## src/design/icsp_pkg.sv

```systemverilog
`default_nettype none
package icsp_pkg;

  // Default number of jobs held between the front and the back.
  localparam int QUEUE_DEPTH = 4;

  // Result kinds.
  localparam logic [1:0] KIND_DATA  = 2'd0;
  localparam logic [1:0] KIND_READ  = 2'd1;
  localparam logic [1:0] KIND_REPLY = 2'd2;
  localparam logic [1:0] KIND_PIN   = 2'd3;

  // Host command letters.
  localparam logic [7:0] CHAR_B = 8'h42;
  localparam logic [7:0] CHAR_E = 8'h45;
  localparam logic [7:0] CHAR_T = 8'h54;
  localparam logic [7:0] CHAR_C = 8'h43;
  localparam logic [7:0] CHAR_L = 8'h4C;
  localparam logic [7:0] CHAR_R = 8'h52;
  localparam logic [7:0] CHAR_I = 8'h49;
  localparam logic [7:0] CHAR_A = 8'h41;
  localparam logic [7:0] CHAR_P = 8'h50;
  localparam logic [7:0] CHAR_Q = 8'h51;
  localparam logic [7:0] CHAR_S = 8'h53;
  localparam logic [7:0] CHAR_X = 8'h58;
  localparam logic [7:0] CHAR_Y = 8'h59;

  // Link opcodes, six bits each.
  localparam logic [5:0] OP_LOAD_CONFIG = 6'h00;
  localparam logic [5:0] OP_LOAD_DATA   = 6'h02;
  localparam logic [5:0] OP_READ_DATA   = 6'h04;
  localparam logic [5:0] OP_INC_ADDR    = 6'h06;
  localparam logic [5:0] OP_INC_ALT     = 6'h16;
  localparam logic [5:0] OP_PROG_INT    = 6'h08;
  localparam logic [5:0] OP_PROG_EXT    = 6'h18;
  localparam logic [5:0] OP_END_PROG    = 6'h0A;
  localparam logic [5:0] OP_BULK_ERASE  = 6'h09;
  localparam logic [5:0] OP_ROW_ERASE   = 6'h11;

  localparam logic [31:0] ENTRY_KEY = 32'h4D434850;
  localparam logic [7:0]  MARK      = 8'h80;

  // One unit of work for the back: an optional pin change, a run of driven
  // bits sent LSB first, an optional read clock and up to two reply bytes.
  typedef struct packed {
    logic        pin_pend;
    logic        pin_val;
    logic [5:0]  nbits;
    logic [32:0] bits;
    logic        read_pend;
    logic [1:0]  nbytes;
    logic [15:0] bytes;
  } job_t;

endpackage
`default_nettype wire

```

## src/design/icsp_front.sv

```systemverilog
`default_nettype none
module icsp_front (
  input  wire logic        clk,
  input  wire logic        rst,
  input  wire logic        in_valid,
  output logic             in_stall,
  input  wire logic        operation,
  input  wire logic [7:0]  host_byte,
  input  wire logic        sample_bit,
  input  wire logic        full,
  output logic             push,
  output icsp_pkg::job_t   push_job
);

  typedef enum logic [3:0] {
    PH_IDLE   = 4'b0001,
    PH_FIRST  = 4'b0010,
    PH_SECOND = 4'b0100,
    PH_READ   = 4'b1000
  } phase_t;

  phase_t      phase, phase_next;
  logic        load_is_data, load_is_data_next;
  logic [6:0]  value_high, value_high_next;
  logic [15:0] read_shift, read_shift_next;
  logic [4:0]  read_count, read_count_next;

  logic        accept;
  logic        has_job;
  logic [13:0] load_value;
  logic [13:0] sampled_word;
  logic [15:0] shift_sum;
  logic [4:0]  count_sum;

  assign in_stall = full;
  assign accept   = in_valid & ~full;
  assign push     = accept & has_job;

  assign load_value   = {value_high, host_byte[6:0]};
  assign shift_sum    = read_shift | (16'(sample_bit) << read_count[3:0]);
  assign count_sum    = read_count + 5'd1;
  assign sampled_word = shift_sum[14:1];

  always_comb begin
    phase_next        = phase;
    load_is_data_next = load_is_data;
    value_high_next   = value_high;
    read_shift_next   = read_shift;
    read_count_next   = read_count;
    has_job           = 1'b0;
    push_job          = '0;
    if (!operation) begin
      case (phase)
        PH_FIRST: begin
          if (host_byte[7]) begin
            value_high_next = host_byte[6:0];
            phase_next      = PH_SECOND;
          end else begin
            phase_next = PH_IDLE;
          end
        end
        PH_SECOND: begin
          phase_next = PH_IDLE;
          if (host_byte[7]) begin
            has_job             = 1'b1;
            push_job.nbits      = 6'd22;
            push_job.bits[5:0]  = load_is_data ? icsp_pkg::OP_LOAD_DATA
                                               : icsp_pkg::OP_LOAD_CONFIG;
            push_job.bits[21:6] = {1'b0, load_value, 1'b0};
          end
        end
        PH_READ: begin
          // Host bytes are dropped while a read is in progress.
        end
        default: begin
          case (host_byte)
            icsp_pkg::CHAR_B: begin
              has_job           = 1'b1;
              push_job.pin_pend = 1'b1;
              push_job.pin_val  = 1'b1;
              push_job.nbits    = 6'd33;
              push_job.bits     = {1'b0, icsp_pkg::ENTRY_KEY};
            end
            icsp_pkg::CHAR_E: begin
              has_job           = 1'b1;
              push_job.pin_pend = 1'b1;
            end
            icsp_pkg::CHAR_T: begin
              has_job         = 1'b1;
              push_job.nbytes = 2'd1;
              push_job.bytes  = {icsp_pkg::CHAR_Y, 8'h00};
            end
            icsp_pkg::CHAR_C, icsp_pkg::CHAR_L: begin
              load_is_data_next = (host_byte == icsp_pkg::CHAR_L);
              phase_next        = PH_FIRST;
            end
            icsp_pkg::CHAR_R: begin
              has_job            = 1'b1;
              push_job.nbits     = 6'd6;
              push_job.bits[5:0] = icsp_pkg::OP_READ_DATA;
              push_job.read_pend = 1'b1;
              read_shift_next    = '0;
              read_count_next    = '0;
              phase_next         = PH_READ;
            end
            icsp_pkg::CHAR_I: begin
              has_job            = 1'b1;
              push_job.nbits     = 6'd6;
              push_job.bits[5:0] = icsp_pkg::OP_INC_ADDR;
            end
            icsp_pkg::CHAR_A: begin
              has_job            = 1'b1;
              push_job.nbits     = 6'd6;
              push_job.bits[5:0] = icsp_pkg::OP_INC_ALT;
            end
            icsp_pkg::CHAR_P: begin
              has_job            = 1'b1;
              push_job.nbits     = 6'd6;
              push_job.bits[5:0] = icsp_pkg::OP_PROG_INT;
            end
            icsp_pkg::CHAR_Q: begin
              has_job            = 1'b1;
              push_job.nbits     = 6'd6;
              push_job.bits[5:0] = icsp_pkg::OP_PROG_EXT;
            end
            icsp_pkg::CHAR_S: begin
              has_job            = 1'b1;
              push_job.nbits     = 6'd6;
              push_job.bits[5:0] = icsp_pkg::OP_END_PROG;
            end
            icsp_pkg::CHAR_X: begin
              has_job            = 1'b1;
              push_job.nbits     = 6'd6;
              push_job.bits[5:0] = icsp_pkg::OP_BULK_ERASE;
            end
            icsp_pkg::CHAR_Y: begin
              has_job            = 1'b1;
              push_job.nbits     = 6'd6;
              push_job.bits[5:0] = icsp_pkg::OP_ROW_ERASE;
            end
            default: begin
              // Unknown command letters produce nothing.
            end
          endcase
        end
      endcase
    end else if (phase == PH_READ) begin
      has_job = 1'b1;
      if (!count_sum[4]) begin
        read_shift_next    = shift_sum;
        read_count_next    = count_sum;
        push_job.read_pend = 1'b1;
      end else begin
        read_shift_next = shift_sum;
        read_count_next = '0;
        phase_next      = PH_IDLE;
        push_job.nbytes = 2'd2;
        push_job.bytes  = {icsp_pkg::MARK | {1'b0, sampled_word[13:7]},
                           icsp_pkg::MARK | {1'b0, sampled_word[6:0]}};
      end
    end
  end

  always_ff @(posedge clk) begin
    if (rst) begin
      phase        <= PH_IDLE;
      load_is_data <= 1'b0;
      value_high   <= '0;
      read_shift   <= '0;
      read_count   <= '0;
    end else if (accept) begin
      phase        <= phase_next;
      load_is_data <= load_is_data_next;
      value_high   <= value_high_next;
      read_shift   <= read_shift_next;
      read_count   <= read_count_next;
    end
  end

endmodule
`default_nettype wire

```

## src/design/icsp_queue.sv

```systemverilog
`default_nettype none
module icsp_queue #(
  parameter int DEPTH = icsp_pkg::QUEUE_DEPTH
) (
  input  wire logic           clk,
  input  wire logic           rst,
  input  wire logic           push,
  input  icsp_pkg::job_t      push_job,
  output logic                full,
  input  wire logic           pop,
  output logic                q_valid,
  output icsp_pkg::job_t      q_job
);

  localparam int PTR_W = (DEPTH > 1) ? $clog2(DEPTH) : 1;
  localparam int CNT_W = $clog2(DEPTH + 1);

  icsp_pkg::job_t slots [DEPTH];
  logic [PTR_W-1:0] wptr, rptr;
  logic [CNT_W-1:0] count;
  logic             do_pop;

  assign full    = (count == CNT_W'(DEPTH));
  assign q_valid = (count != '0);
  assign q_job   = slots[rptr];
  assign do_pop  = pop & q_valid;

  always_ff @(posedge clk) begin
    if (push) begin
      slots[wptr] <= push_job;
    end
  end

  always_ff @(posedge clk) begin
    if (rst) begin
      wptr  <= '0;
      rptr  <= '0;
      count <= '0;
    end else begin
      if (push) begin
        wptr <= (wptr == PTR_W'(DEPTH - 1)) ? '0 : wptr + PTR_W'(1);
      end
      if (do_pop) begin
        rptr <= (rptr == PTR_W'(DEPTH - 1)) ? '0 : rptr + PTR_W'(1);
      end
      if (push && !do_pop) begin
        count <= count + CNT_W'(1);
      end else if (!push && do_pop) begin
        count <= count - CNT_W'(1);
      end
    end
  end

endmodule
`default_nettype wire

```

## src/design/icsp_back.sv

```systemverilog
`default_nettype none
module icsp_back (
  input  wire logic        clk,
  input  wire logic        rst,
  input  wire logic        q_valid,
  input  icsp_pkg::job_t   q_job,
  output logic             pop,
  output logic             out_valid,
  input  wire logic        out_stall,
  output logic [1:0]       kind,
  output logic             data_bit,
  output logic [7:0]       reply_byte,
  output logic             drive_pins,
  output logic             last
);

  icsp_pkg::job_t cur, cur_next;
  logic           active;
  logic           adv;
  logic           load;
  logic [1:0]     r_kind;
  logic           r_bit;
  logic [7:0]     r_byte;
  logic           r_drive;
  logic           r_last;

  // Result of the job in hand, in the order pin change, bits, read, bytes.
  always_comb begin
    cur_next = cur;
    r_kind   = icsp_pkg::KIND_REPLY;
    r_bit    = 1'b0;
    r_byte   = 8'h00;
    r_drive  = 1'b0;
    if (cur.pin_pend) begin
      r_kind           = icsp_pkg::KIND_PIN;
      r_drive          = cur.pin_val;
      cur_next.pin_pend = 1'b0;
    end else if (cur.nbits != '0) begin
      r_kind         = icsp_pkg::KIND_DATA;
      r_bit          = cur.bits[0];
      cur_next.bits  = cur.bits >> 1;
      cur_next.nbits = cur.nbits - 6'd1;
    end else if (cur.read_pend) begin
      r_kind             = icsp_pkg::KIND_READ;
      cur_next.read_pend = 1'b0;
    end else begin
      r_byte          = cur.bytes[15:8];
      cur_next.bytes  = cur.bytes << 8;
      cur_next.nbytes = cur.nbytes - 2'd1;
    end
    r_last = !cur_next.pin_pend && (cur_next.nbits == '0) && !cur_next.read_pend
             && (cur_next.nbytes == '0);
  end

  assign adv  = ~out_valid | ~out_stall;
  assign load = adv & (~active | r_last) & q_valid;
  assign pop  = load;

  always_ff @(posedge clk) begin
    if (rst) begin
      active    <= 1'b0;
      out_valid <= 1'b0;
    end else if (adv) begin
      out_valid <= active;
      if (!active || r_last) begin
        active <= q_valid;
      end
    end
  end

  always_ff @(posedge clk) begin
    if (adv) begin
      if (active) begin
        kind       <= r_kind;
        data_bit   <= r_bit;
        reply_byte <= r_byte;
        drive_pins <= r_drive;
        last       <= r_last;
      end
      if (load) begin
        cur <= q_job;
      end else if (active) begin
        cur <= cur_next;
      end
    end
  end

endmodule
`default_nettype wire

```

## src/design/icsp_command_bridge.sv

```systemverilog
// Path: an accepted item's job passes the queue, the back's job register and the output
// register. Throughput: the back gives one result per cycle unless stalled; a job has
// 1 to 34 results, and the front takes one item per cycle while the job queue has room.
// Reset: rst is synchronous and active high; it returns the command phase to idle, clears
// the read counters and empties the queue and the output register.
`default_nettype none
module icsp_command_bridge #(
  parameter int QUEUE_DEPTH = icsp_pkg::QUEUE_DEPTH
) (
  input  wire logic       clk,
  input  wire logic       rst,
  input  wire logic       in_valid,
  output logic            in_stall,
  input  wire logic       operation,
  input  wire logic [7:0] host_byte,
  input  wire logic       sample_bit,
  output logic            out_valid,
  input  wire logic       out_stall,
  output logic [1:0]      kind,
  output logic            data_bit,
  output logic [7:0]      reply_byte,
  output logic            drive_pins,
  output logic            last
);

  // The front decodes host bytes and sample bits as they arrive and turns each
  // into at most one job. Its state (load phase, value byte, read shift and
  // count) moves on at the moment the item is accepted, so it never waits on
  // the pin side. It stalls only when the queue is full.
  logic           push;
  logic           full;
  icsp_pkg::job_t push_job;

  // The queue decouples the two sides: a 34-result entry sequence can drain
  // through the back while the host keeps sending further commands.
  logic           q_valid;
  logic           pop;
  icsp_pkg::job_t q_job;

  icsp_front u_front (
    .clk        (clk),
    .rst        (rst),
    .in_valid   (in_valid),
    .in_stall   (in_stall),
    .operation  (operation),
    .host_byte  (host_byte),
    .sample_bit (sample_bit),
    .full       (full),
    .push       (push),
    .push_job   (push_job)
  );

  icsp_queue #(
    .DEPTH (QUEUE_DEPTH)
  ) u_queue (
    .clk      (clk),
    .rst      (rst),
    .push     (push),
    .push_job (push_job),
    .full     (full),
    .pop      (pop),
    .q_valid  (q_valid),
    .q_job    (q_job)
  );

  // The back walks each job one result per cycle, unless stalled, into a registered output.
  // It picks up the next job in the same cycle that the last result of the
  // current one is loaded, so consecutive jobs leave without a gap.
  icsp_back u_back (
    .clk        (clk),
    .rst        (rst),
    .q_valid    (q_valid),
    .q_job      (q_job),
    .pop        (pop),
    .out_valid  (out_valid),
    .out_stall  (out_stall),
    .kind       (kind),
    .data_bit   (data_bit),
    .reply_byte (reply_byte),
    .drive_pins (drive_pins),
    .last       (last)
  );

endmodule
`default_nettype wire

```

## config.mk

```make
export PLATFORM = sky130hd
export DESIGN_NAME = icsp_command_bridge
export DESIGN_NICKNAME = d
export VERILOG_FILES = /design/src/design/icsp_pkg.sv /design/src/design/icsp_front.sv /design/src/design/icsp_queue.sv /design/src/design/icsp_back.sv /design/src/design/icsp_command_bridge.sv
export SDC_FILE = /design/constraint.sdc
export NUM_CORES = 1
export LEC_CHECK = 0
export ABC_AREA = 1
export BUFFER_PORTS_ARGS = -buffer_cell sky130_fd_sc_hd__buf_4
export CORE_MARGIN = 2
export CORE_UTILIZATION = 30
export DETAILED_ROUTE_END_ITERATION = 8
export GPL_ROUTABILITY_DRIVEN = 0
export PLACE_DENSITY = 0.44
export SETUP_SLACK_MARGIN = 0.2
export SYNTH_ARGS = -nofsm -noshare
export SYNTH_HDL_FRONTEND = slang
export SYNTH_SLANG_ARGS = --single-unit
```

## constraint.sdc

```tcl
create_clock -name clk -period 4.25 [get_ports clk]
set_clock_uncertainty 0.1 [all_clocks]
set_input_delay 1.275 -clock clk [delete_from_list [all_inputs] [get_ports clk]]
set_output_delay 1.275 -clock clk [all_outputs]
set_load 0.1 [all_outputs]
```

==> flow_metrics.py <==
metrics = {
    "status": {
        "status": "finished clean",
    },
    "cells_and_area": {
        "area_delta_synth_final_pct": 15.7,
        "antenna_cells": 0,
        "fin_cells": 1663,
        "post-route-util_pct": 35.1,
        "final_layout_size_suffix_gt1_share_pct": 10.9,
        "num-nets-final": 1147,
    },
    "sta": {
        "finalSetupTns_ns": 0,
        "max_freq_mhz": 298,
        "layout_min_cycle_time_ns": 3.36,
        "setup_viol": 0,
        "worst_slack_ns": 0.893,
        "tightest_slew_ns": 0.956,
        "fin_crit_sh_pct": 79.0,
        "slew-limit-headroom_pct": 36.2,
        "drv_slew": 0,
        "rsz0062_at_grt": "false",
        "timing.final.hold_violations": 0,
    },
    "global_route": {
        "grt_pass1_wl_mm": 41.9,
        "grt_overflow": 0,
        "antenna_found_initial": 0,
        "grt_usage_pct": 13.0,
        "grt_pass1_vias": 7293,
        "grt_start_max_net_pins": 75,
    },
    "cts": {
        "cts-root-buf": "clkbuf_16",
        "clock_latency_ns": 0.55,
        "clockBufferDepth": 3,
        "postCtsSetupBuffers": 0,
        "cts.clk_slew.worst_paths_ns": 0.06,
        "cts_tree": "done",
        "htreeDepth": 1,
        "ctsHoldBuffers": 0,
        "cts_resized": 0,
        "cts-buffers-inserted": 31,
        "clock-sinks": 277,
    },
    "synth": {
        "synth_area_leader_cell": "edfxtp_1",
        "synthTopCellsByArea": "edfxtp_1 61%, dfxtp_1 7.0%, nand2_1 6.2%, nor2_1 5.1%, o21ai_0 3.7%",
        "avgSynthCellArea_um2": 10.8,
        "syn_nets": 1106,
        "synth_top_area_share_pct": 60.7,
        "yosysWarningCount": 0,
        "synth.most_common_cell": "edfxtp_1",
        "synth-edff-count": 236,
        "synth-main-ff-cell": "edfxtp_1",
        "yosysSeqAreaShare_pct": 67.7,
        "yosysUniqueCellTypes": 39,
        "synth_cells": 1083,
        "ys_async_sr_fraction_pct": 0,
        "synth_area_um2": 11700,
        "ys_seq_elements": 277,
        "netlist_top_cells_count": "236 x edfxtp_1, 192 x nand2_1, 158 x nor2_1",
    },
    "routing": {
        "drtAntennaViolNets": 0,
        "first_iter_violations": 534,
        "viasPerCell": 4.53,
        "first_pass_iters": 5,
        "vias": 7541,
        "drt_wl_total_mm": 26.4,
        "drc": 0,
        "wl_per_cell_um": 15.9,
    },
    "critical_path": {
        "path_max_fanout": 11,
        "cp-startpoint": "u_back.cur[52]",
        "path_buf_inv": 2,
        "end_kind": "register",
        "path_common_cell": "nand2_1",
        "crit_slowest_cell": "fa_1",
        "regToRegStartpoint": "u_back.cur[52]",
        "max_stage_delay_ns": 0.44,
        "path_class": "reg2reg",
        "cp_cell_sequence": "inv_1 > ha_1 > nand3_1 > nor2_1 > nand2_1 > nand2_1 > nand2_1 > inv_1 > nand3_1 > o21bai_4 > nand2_2 > ha_1 > fa_1 > a21oi_1 > o21a_1 > o21ai_0 > a21oi_1",
        "cp-start-kind": "register",
        "r2r_end": "u_queue.count[2]",
        "critical-path-top-delay-family": "simple AND/OR/NAND/NOR gates",
        "rr_worst_depth": 17,
        "regToRegSetupSlack_ns": 0.89,
        "arrival_ns": 3.75,
        "required_ns": 4.64,
    },
    "die": {
        "io_pins": 29,
        "rows": 72,
        "dieHeight_um": 201,
        "die_w_um": 201,
        "start_util_pct": 30.3,
        "core-area_um2": 38600,
        "dieArea_um2": 40500,
    },
    "power_and_ir_drop": {
        "ir_drop_mv": 0.327,
        "power_density_nw_per_um2": 641,
        "leakagePower_nw": 5.11,
        "fin_total_pwr_mw": 8.67,
    },
    "hold_path": {
        "holdCritStartpoint": "u_front.read_shift[3]",
        "hold_end": "u_front.read_shift[3]",
        "min_path_type": "reg2reg",
        "holdPathStages": 2,
    },
    "placement": {
        "dpl.cell_count": 1609,
        "port_buffers": 28,
        "pre_cts_ws_ns": 0.382,
        "hpwl_mm": 16.9,
    },
    "flow_run": {
        "drv_cap": 0,
    },
}
[kinds of logic after synthesis]
family                     share of synthesized area [%]
adders and majority gates                           1.03
other                                             0.0321
DFF                                                 67.7
xor gates and xnor gates                           0.150
AOI/OAI and AO/OA                                   9.17
and+or+nand+nor                                     16.7
buffers and inverters                               5.25
[flip-flops by register name, indices dropped and copies added (netlist names), 2 cells and up, named ones only]
register and cells:
u_front.read_shift 14, u_front.value_high 7, u_front.read_count 4, u_queue.wptr 2, u_queue.count 3, u_back.kind 2
u_back.cur 59, u_queue.slots 164, u_front.phase 4, u_back.reply_byte 8, u_queue.rptr 2
[cells in the final DEF, fill, tap and decap left out, types with 5 or more instances in the layout]
cell	instances
inv_1	97
ha_1	8
o21ai_0	87
a21oi_1	61
clkinv_2	6
nor3_2	9
nand3_1	65
nor3_1	12
nand2_1	192
clkbuf_16	31
edfxtp_1	236
buf_4	47
o22ai_1	30
nor2_4	7
nand4_1	5
clkinv_1	11
dfxtp_1	40
nor2_1	154
[how the worst max path moves through the flow]
stage	slack, ns	depth (start not counted)	endpoint
2_1_floorplan	-0.22	12	u_queue.slots[3][0]
3_3_place_gp	0.40	17	u_queue.count[2]
3_5_place_dp	0.38	17	u_queue.count[2]
4_1_cts	0.88	17	u_queue.count[2]
5_1_grt	0.52	17	u_queue.count[2]
6_report	0.89	17	u_queue.count[2]
[where the power goes]
group / switching (mW) / internal, mW
clock network: 1.05 / 1.50
logic: 1.78 / 0.633
registers: 0.162 / 3.55
[area by class of cell]
class	instances	area, um^2
fill	3949	25000
sequential	277	7910
multi-input combinational	661	3190
clock buffer	35	791
tap	518	648
timing repair buffer	51	433
inverter	102	383
clock inverter	19	163
[per-layer routing]
layer,GRT usage [%],share of wire [%],vias to the layer above
met3,1.90,4.5,36
met2,19.0,41,132
li1,-,-,3823
met4,3.41,1.7,0
met1,20.0,52,3550
met5,0,0,-
[per-stage QoR]
| stage | hold slack, ns | area (um^2) |
|---|---|---|
| 4_1_cts | 0.355 | 13500 |
| 3_3_place_gp | 0.337 | 12600 |
| 5_1_grt | 0.372 | 13500 |
| 6_report | 0.355 | 13500 |
| 2_1_floorplan | 0.323 | 11700 |
| 3_5_place_dp | 0.347 | 12600 |
[worst reg2reg max path, stage by stage, from the launching register on]
cell and delay, ns:
edfxtp_1 0.40, inv_1 0.10, ha_1 0.22, nand3_1 0.09, nor2_1 0.13, nand2_1 0.26
nand2_1 0.13, nand2_1 0.08, inv_1 0.06, nand3_1 0.13, o21bai_4 0.27, nand2_2 0.15
ha_1 0.26, fa_1 0.44, a21oi_1 0.13, o21a_1 0.14, o21ai_0 0.07, a21oi_1 0.12
(Power assumes the default switching activity.)
